==> src/trang_pkg.sv <==
// ----------------------------------------------------------------------------
// trang_pkg
// Shared types and constants for the triangulation angle pipeline.
// ----------------------------------------------------------------------------
package trang_pkg;

    localparam int NUM_REGS     = 6;
    localparam int CORDIC_STEPS = 25;
    localparam int ROOT_BITS    = 32;

    localparam logic [2:0] REG_C1_X = 3'd0;
    localparam logic [2:0] REG_C1_Y = 3'd1;
    localparam logic [2:0] REG_C1_Z = 3'd2;
    localparam logic [2:0] REG_C2_X = 3'd3;
    localparam logic [2:0] REG_C2_Y = 3'd4;
    localparam logic [2:0] REG_C2_Z = 3'd5;

    localparam logic [16:0] ANGLE_MAX = 17'd102944;

    localparam logic [23:0] ATAN_TAB [CORDIC_STEPS] = '{
        24'd13176795, 24'd7778716, 24'd4110060, 24'd2086331, 24'd1047214,
        24'd524117, 24'd262123, 24'd131069, 24'd65536, 24'd32768,
        24'd16384, 24'd8192, 24'd4096, 24'd2048, 24'd1024, 24'd512,
        24'd256, 24'd128, 24'd64, 24'd32, 24'd16, 24'd8, 24'd4, 24'd2,
        24'd1
    };

    typedef struct packed {
        logic        deg;
        logic [30:0] x;
        logic [63:0] rem;
        logic [31:0] root;
    } sq_lane_t;

    typedef struct packed {
        logic               deg;
        logic signed [33:0] cx;
        logic signed [33:0] cy;
        logic signed [27:0] z;
    } cd_lane_t;

endpackage

==> src/trang_cordic_cell.sv <==
// ----------------------------------------------------------------------------
// trang_cordic_cell
// One vectoring CORDIC micro-rotation; a row of these forms the arctangent.
// ----------------------------------------------------------------------------
module trang_cordic_cell
    import trang_pkg::*;
#(
    parameter int STEP = 0
) (
    input  logic     aclk,
    input  logic     aresetn,
    input  logic     en,
    input  logic     in_valid,
    input  cd_lane_t in_lane,
    output logic     out_valid,
    output cd_lane_t out_lane
);

    logic               valid_reg;
    cd_lane_t           lane_reg;
    cd_lane_t           lane_next;
    logic signed [33:0] xs;
    logic signed [33:0] ys;
    logic signed [27:0] step_ang;

    always_comb begin
        xs = in_lane.cx[33] ? -((-in_lane.cx) >>> STEP) : (in_lane.cx >>> STEP);
        ys = in_lane.cy[33] ? -((-in_lane.cy) >>> STEP) : (in_lane.cy >>> STEP);
        step_ang  = signed'({4'd0, ATAN_TAB[STEP]});
        lane_next = in_lane;
        if (in_lane.cy > 34'sd0) begin
            lane_next.cx = in_lane.cx + ys;
            lane_next.cy = in_lane.cy - xs;
            lane_next.z  = in_lane.z + step_ang;
        end else if (in_lane.cy < 34'sd0) begin
            lane_next.cx = in_lane.cx - ys;
            lane_next.cy = in_lane.cy + xs;
            lane_next.z  = in_lane.z - step_ang;
        end
    end

    always_ff @(posedge aclk) begin
        if (!aresetn) begin
            valid_reg <= 1'b0;
        end else if (en) begin
            valid_reg <= in_valid;
        end
    end

    always_ff @(posedge aclk) begin
        if (en) begin
            lane_reg <= lane_next;
        end
    end

    assign out_valid = valid_reg;
    assign out_lane  = lane_reg;

endmodule

==> config.mk <==
export PLATFORM = sky130hd
export DESIGN_NAME = trang_cordic_cell
export DESIGN_NICKNAME = d
export VERILOG_FILES = /design/src/trang_pkg.sv /design/src/trang_cordic_cell.sv
export SDC_FILE = /design/constraint.sdc
export NUM_CORES = 1
export LEC_CHECK = 0
export BUFFER_PORTS_ARGS = -buffer_cell sky130_fd_sc_hd__buf_2
export CAP_MARGIN = 20
export CORE_MARGIN = 3
export CORE_UTILIZATION = 58
export DETAILED_ROUTE_END_ITERATION = 6
export GPL_TIMING_DRIVEN = 0
export PLACE_DENSITY_LB_ADDON = 0.12
export REMOVE_ABC_BUFFERS = 1
export SYNTH_ARGS = -nofsm -noshare
export SYNTH_HDL_FRONTEND = slang
export SYNTH_SLANG_ARGS = --single-unit
export TNS_END_PERCENT = 30
==> constraint.sdc <==
create_clock -name aclk -period 3.95 [get_ports aclk]
set_clock_uncertainty 0.15 [all_clocks]
set_input_delay 0.1975 -clock aclk [delete_from_list [all_inputs] [get_ports aclk]]
set_output_delay 0.1975 -clock aclk [all_outputs]
set_load 0.01 [all_outputs]
**Word level (Yosys, flattened, before mapping)**

Index checks and enable logic that the tools add are counted.

- $add $sub $neg: 10
- Magnitude comparators: 2
- Multiplexer cells: 4

Operators by type and width:

| cell | number |
|---|---|
| $mux 96 | 2 |
| $neg 34->34 | 4 |
| $add 34x34->34 | 2 |
| $mux 34 | 2 |
| $sub 34x34->34 | 2 |
| $gt 34x1->1 const B | 1 |
| $lt 34x1->1 const B | 1 |
| $add 28x25->28 const B | 1 |
| $sub 28x25->28 const B | 1 |

- Flip-flop bits (word level): 98
- Output and inout bits: 98

**Depth between registers and ports, before layout**

- Depth in word-level cells: 6
- Depth in mapped cells: 12

**Worst setup path after synthesis**

OpenSTA, ideal clock, no wires.

- Path kind: input to register
- Start: input in_lane[28] (netlist bit)
- End: register lane_reg, in the netlist out_lane[46], data pin
- Setup time: 0.265 ns
- Arrival time: 2.453 ns
- Setup slack: 1.082 ns
- Stages on the path: 11
- Path buffers: 0
- Cells stage by stage: ha_1 > fa_1 > nor2b_1 > o221ai_1 > a211oi_1 > a21oi_1 > nor3b_2 > nor2_1 > or2_1 > a221oi_1 > a21oi_1

RTL lines:

| item | line | text |
|---|---|---|
| from (decl) | trang_cordic_cell.sv:14 | `input cd_lane_t in_lane,` |
| to (signal assigned) | trang_cordic_cell.sv:52 | `lane_reg <= lane_next;` |
| to (decl) | trang_cordic_cell.sv:20 | `cd_lane_t lane_reg;` |

==> run metrics <==
CTS tree done; IR drop worst, VDD 0.000236 V; hold slack ~0.010 ns; met3 Use GR 0.0672; wire per inst 20.6 um; final net count 1639; WS Path Type in2reg; Worst-path clk slew 0.08 ns; die height 141 um; length in cells of the worst reg-to-reg path 3; r2r endpoint out_valid; Worst EP arrival approximately 3.5 ns; die area 0.0198 sq mm; Antenna Nets Post-Route 0; I/O Pins 199; DR vias/cell 6.63; hold path depth 2; Tot GR Track Use 0.330; clk_lat worst skew 0.36 ns; Placer Congestion 0.993; vias in the first global route 9980; Cells after Synth 1286; Layout area overhead 14.4%; DRT Pass-1 Iters 5; final core utilization 0.687; CTS root buffer clkbuf_16; # setup viols final 0; fin. max-slew vios 0; GR Util met2 0.509; Cell Chain, Critical Path buf_2 -> inv_1 -> ha_1 -> fa_1 -> nor2b_1 -> o211ai_1 -> a22oi_1 -> a31oi_1 -> o311a_1 -> nor3_1 -> a41oi_1 -> xnor2_1 -> o22ai_1; Max Cap Violations 0; IO Port Bufs just under 200; total clock sinks 98; Max FO, Critical Path 5; ant diodes 0; Setup crit end kind flip-flop; Routed Wire Length 34200 um; DRC errors left 0; total gr overflow 0; Reg-to-Reg Start out_valid; CP max stage cell nor3_1; Die W 141 um; worst path required time 3.90 ns; Crit. path cell count 13; DP Wirelength 25400 um; Lkg Pwr roughly 5.2 nW; DR vias 11.0k; flop2flop setup slack 2.62 ns; Yosys warning count 0; antenna violations before repair 0; Synth Register Bits 98; normalized max-slew margin 0.363; Worst-Margin Slew 0.953 ns; Inst Count DP 1642; Core ar. 0.0175 sq mm; fin crit share 0.907; M1 GR Usage 0.471; Bufs on Longest Clock Path 2; cell row count 48; CTS buffer count 9; CP top delay family compound AO/OA/AOI/OAI gates; PD cells 318 mW/mm^2; final hold violations 0; FMAX 279 MHz; Netlist cell types 92; CP peak stage delay around 0.45 ns; WHS Endpoint out_lane[14]; Post-synth EDFFs between 90 and 100; RSZ-0062 raised after global routing no; synthesized area per cell 8.19 sq um; busiest grt layer met2; # resized after CTS 0; Power Total 0.00383 W; Async SR Flop Fraction 0; H-tree depth 3; min-delay src in_lane[14]; Finished Layout Cells 1662; min Tclk post-route 3.58 ns; CP bufs+invs 2; Post-CTS Setup Repair Bufs 0; top_reg_cell synth edfxtp_1; register area share after synthesis 0.279; first-pass GRT wire length roughly 53000 um; status complete, no violations; synthesized cell area 0.0105 sq mm; largest net degree at the start of global routing 96; Initial Util 0.600; share of cells above drive strength 1 0.182; DR iter-0 viols 1224; CP startpoint kind input pin; class of the most critical hold timing path in2reg
[worst register-to-register path, cell delays in order (launching register included)]
cell and delay [ns]:
dfxtp_1 0.31, mux2i_1 0.13, nor2b_1 0.06, dlygate4sd3_1 0.56
[layer usage]
layer	wire, um	vias to the layer above
met1	14700	5182
li1	-	5136
met4	854	0
met2	15100	631
met3	3560	73
met5	0	-
[layout by cell type, fill, tap and decap left out, types with 29 or more instances in the layout]
cell	count
nand2_1	84
o22ai_1	29
nor3_1	31
edfxtp_1	97
buf_2	196
inv_1	104
a21oi_1	154
nor2_1	107
ha_1	102
o21ai_0	73
[kinds of logic after synthesis]
logic type,share of synthesized area
buffers and inverters,0.0687
multiplexers,0.00190
adder cells (fa/ha/maj),0.127
flip-flops,0.279
AND/OR/NAND/NOR,0.153
XOR/XNOR,0.0291
AO/OA/AOI/OAI,0.342
[where the power goes]
| group | internal, W | switching, W | leakage, nW |
|---|---|---|---|
| Combinational | 0.000568 | 0.000968 | 4.09 |
| Clock | 0.000499 | 0.000442 | 0.149 |
| Sequential | 0.00132 | 0.0000331 | 0.958 |
| Total | 0.00239 | 0.00144 | 5.19 |
[worst max path at each step]
stage	start	end	slack, ns
floorplan	in_lane[34]	out_lane[27]	-0.38
global placement	in_lane[53]	out_lane[60]	-5.18
detailed placement	in_lane[53]	out_lane[60]	-0.03
CTS	in_lane[53]	out_lane[60]	0.35
global route	in_lane[28]	out_lane[58]	0.24
finish	in_lane[28]	out_lane[58]	0.37
[sequential cells by signal, summed over array words and instances, names as in the netlist]
| register | flops |
|---|---|
| out_valid | 1 |
| out_lane | 97 |
[cell type report]
cell class | instances | area [sq um]
multi-input cells | 1005 | 6890
clock buffers | 9 | 225
clock inverters | 6 | 72.6
inverters | 107 | 403
well taps | 225 | 282
repair buffers | 212 | 1240
flip-flops and latches | 98 | 2930
fillers | 1465 | 5490
[timing repair]
item	in CTS	in global routing
hold endpoints to repair	3	0
hold buffers	4	0
setup endpoints to repair	0	0
[Yosys cell counts (11+ instances only)]
library cell | n | share of area
a21oi_1 | 154 | 0.073
nor2b_1 | 14 | 0.0083
o21bai_1 | 25 | 0.018
nand4_1 | 11 | 0.0065
o22ai_1 | 29 | 0.017
a22oi_1 | 11 | 0.0078
buf_2 | 17 | 0.0081
a21o_1 | 23 | 0.016
a221oi_1 | 24 | 0.020
nand2_1 | 85 | 0.030
o22a_1 | 13 | 0.011
o211ai_1 | 13 | 0.0093
ha_1 | 102 | 0.12
nor3_1 | 31 | 0.015
edfxtp_1 | 97 | 0.28
o21ai_0 | 73 | 0.035
inv_1 | 104 | 0.037
xnor2_1 | 23 | 0.019
nor4_1 | 14 | 0.0083
nor2_1 | 109 | 0.039
nand3_1 | 16 | 0.0076
clkbuf_1 | 52 | 0.019
xor2_1 | 12 | 0.010
o31ai_1 | 18 | 0.013
a31oi_1 | 27 | 0.016
a211oi_1 | 17 | 0.012
[per-stage QoR]
stage,TNS (ns),setup slack (ns),cell area [sq um]
floorplan,-8.64,-0.381,10200
global route,0,0.240,12000
finish,0,0.369,12000
global placement,-336.82,-5.18,11500
detailed placement,-0.0291,-0.0291,11700
CTS,0,0.346,12000
(Power assumes the default switching activity.)
