## src/trang_pkg.sv

```systemverilog
// ----------------------------------------------------------------------------
// trang_pkg
// Shared types and constants for the triangulation angle pipeline.
// ----------------------------------------------------------------------------
package trang_pkg;

    localparam int NUM_REGS     = 6;
    localparam int CORDIC_STEPS = 25;
    localparam int ROOT_BITS    = 32;

    localparam logic [2:0] REG_C1_X = 3'd0;
    localparam logic [2:0] REG_C1_Y = 3'd1;
    localparam logic [2:0] REG_C1_Z = 3'd2;
    localparam logic [2:0] REG_C2_X = 3'd3;
    localparam logic [2:0] REG_C2_Y = 3'd4;
    localparam logic [2:0] REG_C2_Z = 3'd5;

    localparam logic [16:0] ANGLE_MAX = 17'd102944;

    localparam logic [23:0] ATAN_TAB [CORDIC_STEPS] = '{
        24'd13176795, 24'd7778716, 24'd4110060, 24'd2086331, 24'd1047214,
        24'd524117, 24'd262123, 24'd131069, 24'd65536, 24'd32768,
        24'd16384, 24'd8192, 24'd4096, 24'd2048, 24'd1024, 24'd512,
        24'd256, 24'd128, 24'd64, 24'd32, 24'd16, 24'd8, 24'd4, 24'd2,
        24'd1
    };

    typedef struct packed {
        logic        deg;
        logic [30:0] x;
        logic [63:0] rem;
        logic [31:0] root;
    } sq_lane_t;

    typedef struct packed {
        logic               deg;
        logic signed [33:0] cx;
        logic signed [33:0] cy;
        logic signed [27:0] z;
    } cd_lane_t;

endpackage

```

## src/trang_sqrt_cell.sv

```systemverilog
// ----------------------------------------------------------------------------
// trang_sqrt_cell
// One bit of a restoring square root; a row of these forms the root.
// ----------------------------------------------------------------------------
module trang_sqrt_cell
    import trang_pkg::*;
#(
    parameter int BIT = 31
) (
    input  logic     aclk,
    input  logic     aresetn,
    input  logic     en,
    input  logic     in_valid,
    input  sq_lane_t in_lane,
    output logic     out_valid,
    output sq_lane_t out_lane
);

    logic     valid_reg;
    sq_lane_t lane_reg;
    sq_lane_t lane_next;
    logic [65:0] trial;

    always_comb begin
        trial = ({34'd0, in_lane.root} << (BIT + 1)) + (66'd1 << (2 * BIT));
        lane_next = in_lane;
        if ({2'b00, in_lane.rem} >= trial) begin
            lane_next.rem  = in_lane.rem - trial[63:0];
            lane_next.root = in_lane.root | (32'd1 << BIT);
        end
    end

    always_ff @(posedge aclk) begin
        if (!aresetn) begin
            valid_reg <= 1'b0;
        end else if (en) begin
            valid_reg <= in_valid;
        end
    end

    always_ff @(posedge aclk) begin
        if (en) begin
            lane_reg <= lane_next;
        end
    end

    assign out_valid = valid_reg;
    assign out_lane  = lane_reg;

endmodule

```

## config.mk

```make
export PLATFORM = sky130hd
export DESIGN_NAME = trang_sqrt_cell
export DESIGN_NICKNAME = d
export VERILOG_FILES = /design/src/trang_pkg.sv /design/src/trang_sqrt_cell.sv
export SDC_FILE = /design/constraint.sdc
export NUM_CORES = 1
export LEC_CHECK = 0
export BUFFER_PORTS_ARGS = -buffer_cell sky130_fd_sc_hd__clkbuf_2
export CAP_MARGIN = 20
export CORE_MARGIN = 3
export CORE_UTILIZATION = 29
export CTS_BUF_LIST = sky130_fd_sc_hd__clkbuf_16
export CTS_CLUSTER_SIZE = 28
export DETAILED_ROUTE_END_ITERATION = 12
export SETUP_SLACK_MARGIN = 0.15
export SLEW_MARGIN = 10
export SYNTH_ARGS = -nofsm -noshare
export SYNTH_HDL_FRONTEND = slang
export SYNTH_SLANG_ARGS = --single-unit
```

## constraint.sdc

```tcl
create_clock -name aclk -period 7.5 [get_ports aclk]
set_clock_uncertainty 0.1 [all_clocks]
set_input_delay 0.75 -clock aclk [delete_from_list [all_inputs] [get_ports aclk]]
set_output_delay 0.75 -clock aclk [all_outputs]
set_load 0.1 [all_outputs]
```

**Yosys cells after proc, flatten, opt, wreduce, memory -nomap -nowiden**

Index checks and enable logic that the tools add are counted.

- Word-level logic and storage cells: 10
- Bits of input ports: 132
- Output and inout bits: 129
- Latch bits: 0
- Register bits: 129
- Bits in writable memories: 0
- Memories: 0
- Bits in read-only memories: 0

- Magnitude comparators: 1
- Multiply operators: 0
- Equality and inequality tests: 0
- Divide/modulo/power cells: 0
- Shift-type cells: 0
- Reduce and logical (&&, ||, !) cells: 0
- Bitwise logic cells: 0
- $add $sub $neg: 2
- Muxes and demuxes: 1

Operators with widths:

| operator | number |
|---|---|
| 96-bit two-way mux | 1 |
| 64-bit by 63-bit adder with 65-bit output (second input constant) | 1 |
| 64-bit by 65-bit >= comparator with 1-bit output | 1 |
| 64-bit subtractor | 1 |

**Logic depth before layout (Yosys ltp)**

Gate-level depths: netlist of the first run.

- Depth after elaboration: 3
- Depth in mapped cells: 12
- Gate-level depth less buffers: 11

**Worst setup path before layout of the first run**

No wires, ideal clock.

- Path kind: in2reg
- From: in in_lane[30] (netlist bit)
- To: reg lane_reg, in the netlist out_lane[68] (data pin)
- Data arrival time: 3,364 ps
- Path slack: 3,775 ps
- Path buffers: 1
- Cell stages on the path: 11
- Required time: 7,140 ps
- Library setup time: 260 ps
- Cells stage by stage: ha_1 -> inv_1 -> ha_1 -> or4b_1 -> nor4_1 -> nand4_1 -> nor4_1 -> a311oi_1 -> a211oi_4 -> buf_6 -> mux2_4

RTL lines:

| item | RTL line | text |
|---|---|---|
| from (decl) | trang_sqrt_cell.sv:14 | `input sq_lane_t in_lane,` |
| to (signal assigned) | trang_sqrt_cell.sv:43 | `lane_reg <= lane_next;` |
| to (decl) | trang_sqrt_cell.sv:20 | `sq_lane_t lane_reg;` |

==> impl_metrics.yaml, run 1 <==
run_status:
  outcome: "complete, no violations"
sta:
  post_route_setup_tns_ns: 0
  finalHoldWorstSlack_ns: 0.4020
  layout_min_cycle_time_ns: 4.760
  rsz0062_at_grt: "false"
  finalCritPeriodShare_pct: 63.46
  layout_setup_ws_ns: 2.740
  fmaxAchievable_mhz: 210.1
  final-setup-viol-count: 0
  tightestPinTransition_ns: 1.041
  worst_relative_slew_slack_pct: 30.58
  final_hold_viol_count: 0
  number_of_slew_limit_violations_in_the_final_report: 0
synth:
  post_synth_instance_area_mm2: 0.006399
  synth_edf_count: 128
  dominantRegCellSynth: "sky130_fd_sc_hd__edfxtp_1"
  synthCells: 472
  ys_seq_elements: 129
  mappedNetlistNets: 638
  warning_count_from_the_yosys_run: 0
  syn_avg_cell_area_um2: 13.56
  synth.lib_cells_used.distinct: 59
  ys_seq_area_share_pct: 60.38
  synth_async_sr_flop_share_pct: 0
cells_and_area:
  utilization_pct: 40.31
  syn_to_final_growth_pct: 34.53
  layout_common_cells: "sky130_fd_sc_hd__clkbuf_2, sky130_fd_sc_hd__edfxtp_1, sky130_fd_sc_hd__inv_1"
  final_layout_size_suffix_gt1_share_pct: 43.84
  final_cells: 1030
  layout_commonest_cell: "sky130_fd_sc_hd__clkbuf_2"
  antennaDiodeCount: 0
  fin_nets: 909
detailed_routing:
  routed-via-count: 4856
  detail-route-antenna-nets: 0
  drc_errors: 0
  drt_pass1_iterations: 4
  wl_per_cell_um: 18.01
  drt_first_iter_violations: 296
  routed_wirelength_mm: 18.56
  via_per_inst: 4.715
power_and_ir_drop:
  total_leakage_power_nw: 3.847
  power.density_mw_per_mm2: 303.0
  maximum_resistive_drop_on_vdd_mv: 0.1468
setup_path:
  critical-path-max-stage-delay_ns: 0.90
  worstPathCellList: "clkbuf_2, ha_1, inv_1, ha_1, or4b_1, nor4_1, nand4_1, nor4_1, a311oi_1, a211oi_4, buf_4, mux2_2"
  timing.critical_path.arrival_ns: 4.81
  timing.critical_path.max_delay_family: "simple AND/OR/NAND/NOR gates"
  endpoint_kind: "flop"
  critPathKind: "in -> reg"
  timing.critical_path.fanout_max: 20
  number_of_buffer_and_inverter_instances_along_the_worst_setup_path: 3
  cell_type_of_the_slowest_stage_on_the_worst_timing_path: "sky130_fd_sc_hd__a211oi_4"
  crit_path_start_kind: "input pin"
  required_ns: 7.55
grt:
  gr-max-usage-layer: "met2"
  antenna_found_initial: 1
  grt_start_max_net_pins: 82
  groute.layer.met1.usage_pct: 17.57
  grt.met2_usage_pct: 25.75
  track_usage_pct: 14.91
  first_global_vias: 4897
  grt_first_pass_wirelength_mm: 27.28
  grt_use_met3_pct: 4.477
  grt-ovfl-total: 0
floorplan:
  chipHeight_um: 154.5
  core_mm2: 0.02135
  fp-row-count: 53
  initial_utilization_pct: 29.97
  design.die.area_mm2: 0.02388
  die_x_extent_um: 154.5
  num_io_pins: 261
clock_tree:
  clkSinkCount: 129
  post_cts_buffers: 0
  tritoncts: "yes"
  cts.path.max_buffers: 2
  cts_repair_resize_count: 0
  numCtsBuffers: 17
  cts_hold_buf: 0
  insertion_delay_ns: 0.41
  cts_root_buffer: "sky130_fd_sc_hd__clkbuf_16"
  path_clk_slew_ns: 0.07
  cts.htree.levels: 4
place:
  place_ws_ns: 2.206
  detailed_place_hpwl_mm: 14.68
  gpl.final_weighted_congestion: 0.8027
  buffer_ports.inserted: 260
  placedCellCount: 999
hold_path:
  holdCritPathClass: "in -> reg"
job:
  max_cap_violations: 0
==> layer usage <==
layer  up-vias  share of wire [%]
met5         -              0.065
met2       195                 49
met4         2                2.0
met3        27                7.7
met1      2281                 41
li1       2351                  -
==> state kept, by name (all words and copies together), names as in the netlist <==
signal / count
out_valid: 1
out_lane: 128
==> where the power goes <==
part           internal [W]  switching, W
registers          0.000874     0.0000193
logic              0.000185      0.000669
clock network      0.000527      0.000334
==> cell type report <==
cell class / instances / area [µm²]
fillers: 2076 / 12740
flip-flops and latches: 129 / 3864
multi-input cells: 294 / 2323
repair buffers: 262 / 1323
clock buffers: 17 / 425.4
well taps: 275 / 344.1
clock inverters: 14 / 182.7
inverters: 39 / 146.4
==> worst paths after layout <==
check | slack [ns] | cells past startpoint | endpoint | start
min reg2reg | 0.43 | 2 | out_valid | out_valid
max reg2reg | 6.81 | 2 | out_valid | out_valid
min | 0.40 | 1 | out_lane[125] | in_lane[125]
max | 2.74 | 12 | out_lane[95] | in_lane[30]
==> synthesized netlist by cell type (4+ instances only) <==
cell / count / share of area [%]
sky130_fd_sc_hd__a211o_1: 4 / 0.55
sky130_fd_sc_hd__a21o_1: 10 / 1.2
sky130_fd_sc_hd__a21oi_1: 28 / 2.2
sky130_fd_sc_hd__a31oi_1: 4 / 0.39
sky130_fd_sc_hd__clkbuf_1: 5 / 0.29
sky130_fd_sc_hd__edfxtp_1: 128 / 60
sky130_fd_sc_hd__ha_1: 33 / 6.5
sky130_fd_sc_hd__inv_1: 39 / 2.3
sky130_fd_sc_hd__mux2_4: 27 / 6.3
sky130_fd_sc_hd__nand2_1: 24 / 1.4
sky130_fd_sc_hd__nand3_1: 10 / 0.78
sky130_fd_sc_hd__nand4_1: 5 / 0.49
sky130_fd_sc_hd__nor2_1: 23 / 1.3
sky130_fd_sc_hd__nor2b_1: 6 / 0.59
sky130_fd_sc_hd__nor3_1: 5 / 0.39
sky130_fd_sc_hd__nor4_1: 10 / 0.98
sky130_fd_sc_hd__o211ai_1: 8 / 0.94
sky130_fd_sc_hd__o21a_1: 5 / 0.59
sky130_fd_sc_hd__o21ai_0: 14 / 1.1
sky130_fd_sc_hd__xnor2_1: 18 / 2.5
sky130_fd_sc_hd__xor2_1: 8 / 1.1
==> through the flow <==
| step | power, W | cell area [µm²] |
|---|---|---|
| 4_1_cts | 0.002641 | 8608 |
| 6_report | 0.002608 | 8608 |
| 3_3_place_gp | 0.001763 | 8000 |
| 2_1_floorplan | 0.001599 | 6399 |
| 3_5_place_dp | 0.001769 | 8000 |
| 5_1_grt | 0.002710 | 8608 |
==> cell families (layout without fill, tap and decap cells) <==
logic type	after synthesis	count (layout)	synth area share, %
AOI/OAI and AO/OA	100	100	10.62
adders and majority gates	34	34	6.766
xor gates and xnor gates	26	26	3.559
and+or+nand+nor	101	101	8.037
muxes	33	33	7.333
DFF	129	129	60.38
buffers and inverters	49	332	3.305
(Power assumes the default switching activity.)
==> inputs of run 2 (changes only) <==
Clock period 7.5 ns to 4.8 ns, I/O delays scaled along.
==> impl_metrics.yaml, run 2 (synthesis gave the netlist of run 1 again) <==
run_status:
  outcome: "complete, no violations"
setup_path:
  crit_path_start_kind: "input pin"
  number_of_buffer_and_inverter_instances_along_the_worst_setup_path: 3
  critPathKind: "in -> reg"
  timing.critical_path.max_delay_family: "simple AND/OR/NAND/NOR gates"
  timing.critical_path.arrival_ns: 3.73
  cell_type_of_the_slowest_stage_on_the_worst_timing_path: "sky130_fd_sc_hd__or4b_1"
  critical-path-max-stage-delay_ns: 0.44
  worstPathCellList: "clkbuf_2, ha_1, inv_1, ha_1, or4b_1, nor4_1, nand4_1, nor4_1, a311oi_1, a211oi_4, buf_4, mux2_2"
  required_ns: 4.86
  timing.critical_path.fanout_max: 20
  endpoint_kind: "flop"
sta:
  finalCritPeriodShare_pct: 76.48
  tightestPinTransition_ns: 0.8994
  layout_min_cycle_time_ns: 3.671
  fmaxAchievable_mhz: 272.4
  final_hold_viol_count: 0
  final-setup-viol-count: 0
  worst_relative_slew_slack_pct: 40.04
  number_of_slew_limit_violations_in_the_final_report: 0
  rsz0062_at_grt: "false"
  post_route_setup_tns_ns: 0
power_and_ir_drop:
  part_of_the_power_in_the_clock_network_pct: 31.9
  maximum_resistive_drop_on_vdd_mv: 0.2016
  pwr-share-seq_pct: 34.8
  share_comb_of_total_power_pct: 33.3
  power.density_mw_per_mm2: 466.4
  netSwitchingPower_w: 0.001622
  total_leakage_power_nw: 3.839
  sw_frac_of_total_pct: 40.50
  cell_internal_pwr_w: 0.002383
detailed_routing:
  routed-via-count: 4821
  drt_first_iter_violations: 287
  detail-route-antenna-nets: 0
  routed_wirelength_mm: 18.49
  drt_pass1_iterations: 5
  via_per_inst: 4.667
  drc_errors: 0
  wl_per_cell_um: 17.90
grt:
  grt_start_max_net_pins: 94
  groute.layer.met1.usage_pct: 18.03
  grt_first_pass_wirelength_mm: 28.03
  grt_use_met3_pct: 5.064
  track_usage_pct: 15.21
  first_global_vias: 4961
  grt.met2_usage_pct: 26.79
  antenna_found_initial: 1
  gr-max-usage-layer: "met2"
  grt-ovfl-total: 0
floorplan:
  fp-row-count: 53
  design.die.area_mm2: 0.02388
  initial_utilization_pct: 29.97
  die_x_extent_um: 154.5
  chipHeight_um: 154.5
  num_io_pins: 261
  core_mm2: 0.02135
clock_tree:
  path_clk_slew_ns: 0.07
  insertion_delay_ns: 0.41
  post_cts_buffers: 0
  cts.path.max_buffers: 2
  tritoncts: "yes"
  clkSinkCount: 129
  cts_hold_buf: 0
  cts_root_buffer: "sky130_fd_sc_hd__clkbuf_16"
  cts.htree.levels: 4
  cts_repair_resize_count: 0
  numCtsBuffers: 17
cells_and_area:
  layout_common_cells: "sky130_fd_sc_hd__clkbuf_2, sky130_fd_sc_hd__edfxtp_1, sky130_fd_sc_hd__inv_1"
  utilization_pct: 40.22
  largest_reg_flops: 128
  syn_to_final_growth_pct: 34.22
  layout_commonest_cell: "sky130_fd_sc_hd__clkbuf_2"
  antennaDiodeCount: 0
  nFillCells: 2058
  final_layout_size_suffix_gt1_share_pct: 43.93
  fin_nets: 911
job:
  max_cap_violations: 0
hold_path:
  holdCritPathClass: "in -> reg"
place:
  gpl.final_weighted_congestion: 0.7950
  detailed_place_hpwl_mm: 14.49
  buffer_ports.inserted: 260
## run 2: changes by cell type in the layout (fill, tap and decap cells not counted)
| cell | change |
|---|---|
| sky130_fd_sc_hd__inv_1 | +1 |
| sky130_fd_sc_hd__inv_8 | +1 |
| sky130_fd_sc_hd__clkinvlp_4 | +2 |
| sky130_fd_sc_hd__buf_4 | +2 |
| sky130_fd_sc_hd__inv_6 | +4 |
| sky130_fd_sc_hd__bufinv_16 | -2 |
| sky130_fd_sc_hd__clkinv_2 | -1 |
| sky130_fd_sc_hd__clkinv_4 | -4 |
## run 2: cell type report
type,count,area [µm²],share of cell area (%)
Tap cell,275,344.1,4.006
Multi-Input combinational cell,294,2323,27.05
Inverter,39,146.4,1.705
Sequential cell,129,3864,44.99
Timing Repair Buffer,264,1338,15.57
Clock buffer,17,425.4,4.953
Clock inverter,15,147.6,1.719
## run 2: final timing paths
path	slack [ns]	endpoint	cells past startpoint	startpoint
min	0.14	out_lane[106]	1	in_lane[106]
max	1.13	out_lane[67]	12	in_lane[30]
min reg2reg	0.43	out_valid	2	out_valid
max reg2reg	4.11	out_valid	2	out_valid
## run 2: worst reg2reg max path, delay by kind of cell, from the launching register on
| family | cells | cell delay, ns |
|---|---|---|
| flops | 1 | 0.31 |
| mux | 1 | 0.12 |
| simple gates | 1 | 0.06 |
## run 2: metrics by stage
stage / area (µm²) / hold slack, ns / cells / setup slack [ns] / power, W
6_report: 8588 / 0.1429 / 1033 / 1.129 / 0.004006
5_1_grt: 8588 / 0.1125 / 1033 / 0.9085 / 0.004167
4_1_cts: 8588 / 0.1248 / 1033 / 1.070 / 0.004048
3_5_place_dp: 8015 / 0.4186 / 1001 / 0.6258 / 0.002761
3_3_place_gp: 8015 / 0.3979 / 1001 / 0.7447 / 0.002756
2_1_floorplan: 6399 / 0.4789 / 472 / 1.345 / 0.002499
## run 2: routing by layer
metal	wire [µm]	up-vias
met5	13	-
met4	134	2
met3	1544	8
met2	9313	197
met1	7483	2270
li1	-	2344
## run 2: power groups by stage
stage	sequential, W	combinational [W]	clock [W]
6_report	0.00139	0.00133	0.00128
5_1_grt	0.00140	0.00140	0.00136
4_1_cts	0.00140	0.00135	0.00131
3_5_place_dp	0.00142	0.00134	0
3_3_place_gp	0.00142	0.00134	0
2_1_floorplan	0.00218	0.000322	0
==> inputs of run 3 (changes only) <==
Settings changed: ABC_AREA set to 1.
Clock period 4.8 ns to 3.7 ns, I/O delays scaled along.
==> impl_metrics.yaml, run 3 <==
run_status:
  outcome: "complete, no violations"
place:
  buffer_ports.inserted: 260
  gpl.final_weighted_congestion: 0.9118
  dpl-instance-area_mm2: 0.008930
  detailed_place_hpwl_mm: 17.46
clock_tree:
  post_cts_buffers: 0
  path_clk_slew_ns: 0.07
  clkSinkCount: 129
  numCtsBuffers: 17
  cts_root_buffer: "sky130_fd_sc_hd__clkbuf_16"
  cts.htree.levels: 4
  cts.path.max_buffers: 2
  tritoncts: "yes"
  insertion_delay_ns: 0.42
synth:
  synth_edf_count: 128
  ys_seq_area_share_pct: 53.22
  synth.area.top_cells: "sky130_fd_sc_hd__edfxtp_1, sky130_fd_sc_hd__nand2_1, sky130_fd_sc_hd__inv_1, sky130_fd_sc_hd__ha_1, sky130_fd_sc_hd__nand3_1"
  dominantRegCellSynth: "sky130_fd_sc_hd__edfxtp_1"
  synth.lib_cells_used.distinct: 29
  synthTopCellsByCount: "sky130_fd_sc_hd__nand2_1, sky130_fd_sc_hd__inv_1, sky130_fd_sc_hd__edfxtp_1"
  warning_count_from_the_yosys_run: 0
  synthCells: 839
  syn_avg_cell_area_um2: 8.653
  top_cell_type_by_total_area_after_synthesis: "sky130_fd_sc_hd__edfxtp_1"
  mappedNetlistNets: 1005
  ys_seq_elements: 129
  synth_async_sr_flop_share_pct: 0
  post_synth_instance_area_mm2: 0.007259
  yosysMostFrequentCell: "sky130_fd_sc_hd__nand2_1"
  yosys.area.top_type_share_pct: 52.95
cells_and_area:
  antennaDiodeCount: 0
  layout_commonest_cell: "sky130_fd_sc_hd__nand2_1"
  largest_reg_flops: 128
  final_layout_size_suffix_gt1_share_pct: 28.56
  layout_common_cells: "sky130_fd_sc_hd__nand2_1, sky130_fd_sc_hd__clkbuf_2, sky130_fd_sc_hd__inv_1"
  fin_nets: 1284
  design_area_final_mm2: 0.009572
  syn_to_final_growth_pct: 31.85
  nFillCells: 2509
sta:
  fmaxAchievable_mhz: 446.2
  final_hold_viol_count: 0
  layout_min_cycle_time_ns: 2.241
  rsz0062_at_grt: "false"
  post_route_setup_tns_ns: 0
  number_of_slew_limit_violations_in_the_final_report: 0
  finalCritPeriodShare_pct: 60.57
  tightestPinTransition_ns: 0.7119
  final-setup-viol-count: 0
  worst_relative_slew_slack_pct: 52.54
grt:
  first_global_vias: 6188
  track_usage_pct: 16.07
  antenna_found_initial: 0
  grt_start_max_net_pins: 70
  grt_first_pass_wirelength_mm: 32.80
  grt-ovfl-total: 0
detailed_routing:
  routed-via-count: 6239
  via_per_inst: 4.288
  drc_errors: 0
  detail-route-antenna-nets: 0
  drt_pass1_iterations: 5
  routed_wirelength_mm: 21.85
  drt_first_iter_violations: 280
  wl_per_cell_um: 15.02
floorplan:
  design.die.area_mm2: 0.02697
  core_mm2: 0.02446
  num_io_pins: 261
  fp-row-count: 57
  chipHeight_um: 164.2
  initial_utilization_pct: 29.68
  die_x_extent_um: 164.2
setup_path:
  worstRegToRegCells: 2
  critical_path.reg2reg.startpoint: "out_valid"
  endpoint_kind: "flop"
  timing.critical_path.fanout_max: 35
  required_ns: 3.77
  crit_path_start_kind: "input pin"
  r2r_end: "out_valid"
  critPathKind: "in -> reg"
  setup_slack_of_the_worst_register_to_register_path_ns: 2.94
  worst_setup_path_startpoint: "in_lane[30]"
  timing.critical_path.arrival_ns: 2.31
hold_path:
  worstHoldStart: "in_lane[123]"
  worstHoldPathCells: 1
  whs_endpoint: "out_lane[123]"
  holdCritPathClass: "in -> reg"
power_and_ir_drop:
  total_leakage_power_nw: 4.972
  maximum_resistive_drop_on_vdd_mv: 0.2092
  power.density_mw_per_mm2: 551.8
job:
  max_cap_violations: 0
run 3: logic make-up (layout without fill, tap and decap cells):
kind of cell	after synthesis	in the layout	synth area share, %
AO/OA/AOI/OAI	25	25	1.758
XOR/XNOR	14	14	1.689
adder cells (fa/ha/maj)	34	34	5.964
buffers and inverters	180	472	9.859
flip-flops	129	129	53.22
AND/OR/NAND/NOR	457	457	27.51
run 3: worst max-delay path by stage:
| stage | end | cells after the start | slack [ns] |
|---|---|---|---|
| floorplan | out_lane[95] | 12 | 1.41 |
| global route | out_lane[82] | 12 | 1.28 |
| finish | out_lane[31] | 11 | 1.46 |
| detailed placement | out_lane[31] | 11 | 1.01 |
| global placement | out_lane[81] | 11 | 1.01 |
| CTS | out_lane[31] | 11 | 1.47 |
run 3: final cells by class:
class | count | area (µm²) | area share [%]
clock buffer | 17 | 425.4 | 4.444
clock inverter | 15 | 146.4 | 1.529
inverter | 170 | 638.1 | 6.667
multi-input combinational | 530 | 2680 | 28.00
sequential | 129 | 3864 | 40.37
tap | 324 | 405.4 | 4.235
timing repair buffer | 270 | 1413 | 14.76
run 3: report_power, final:
part           internal (W)  switching, W
Sequential          0.00178     0.0000375
Clock              0.000895      0.000758
Combinational      0.000320       0.00150
Total               0.00299       0.00229
run 3: per-stage QoR:
stage | hold slack [ns] | util (%) | setup slack (ns) | std cells | power (W)
2_1_floorplan | 0.3635 | - | 1.412 | 839 | 0.003292
3_3_place_gp | 0.4229 | 36.50 | 1.009 | 1416 | 0.003655
3_5_place_dp | 0.4487 | 36.50 | 1.008 | 1416 | 0.003665
4_1_cts | 0.0002648 | 39.05 | 1.466 | 1453 | 0.005348
5_1_grt | 0.00002137 | 39.13 | 1.280 | 1455 | 0.005521
6_report | 0.02110 | 39.13 | 1.459 | 1455 | 0.005282
run 3: what timing repair did:
item                                   CTS  global route
endpoints found under the hold margin    5             2
hold buffers                             5             2
gates resized for setup                  0             0
run 3: per-layer routing:
layer,GRT usage (%),vias to the layer above,wire (µm)
li1,-,3226,-
met1,19.17,2791,9361
met2,27.45,195,10330
met3,4.792,27,1644
met4,5.729,0,520
met5,0,-,0
run 3: critical path, stage by stage:
cell and delay (ns):
sky130_fd_sc_hd__clkbuf_2 0.10, sky130_fd_sc_hd__ha_1 0.28, sky130_fd_sc_hd__inv_1 0.04, sky130_fd_sc_hd__ha_1 0.32
sky130_fd_sc_hd__nand2_1 0.16, sky130_fd_sc_hd__o21ai_0 0.10, sky130_fd_sc_hd__a21oi_1 0.12, sky130_fd_sc_hd__nand2_1 0.07
sky130_fd_sc_hd__nor2_2 0.23, sky130_fd_sc_hd__nand2_8 0.24, sky130_fd_sc_hd__or2_1 0.28
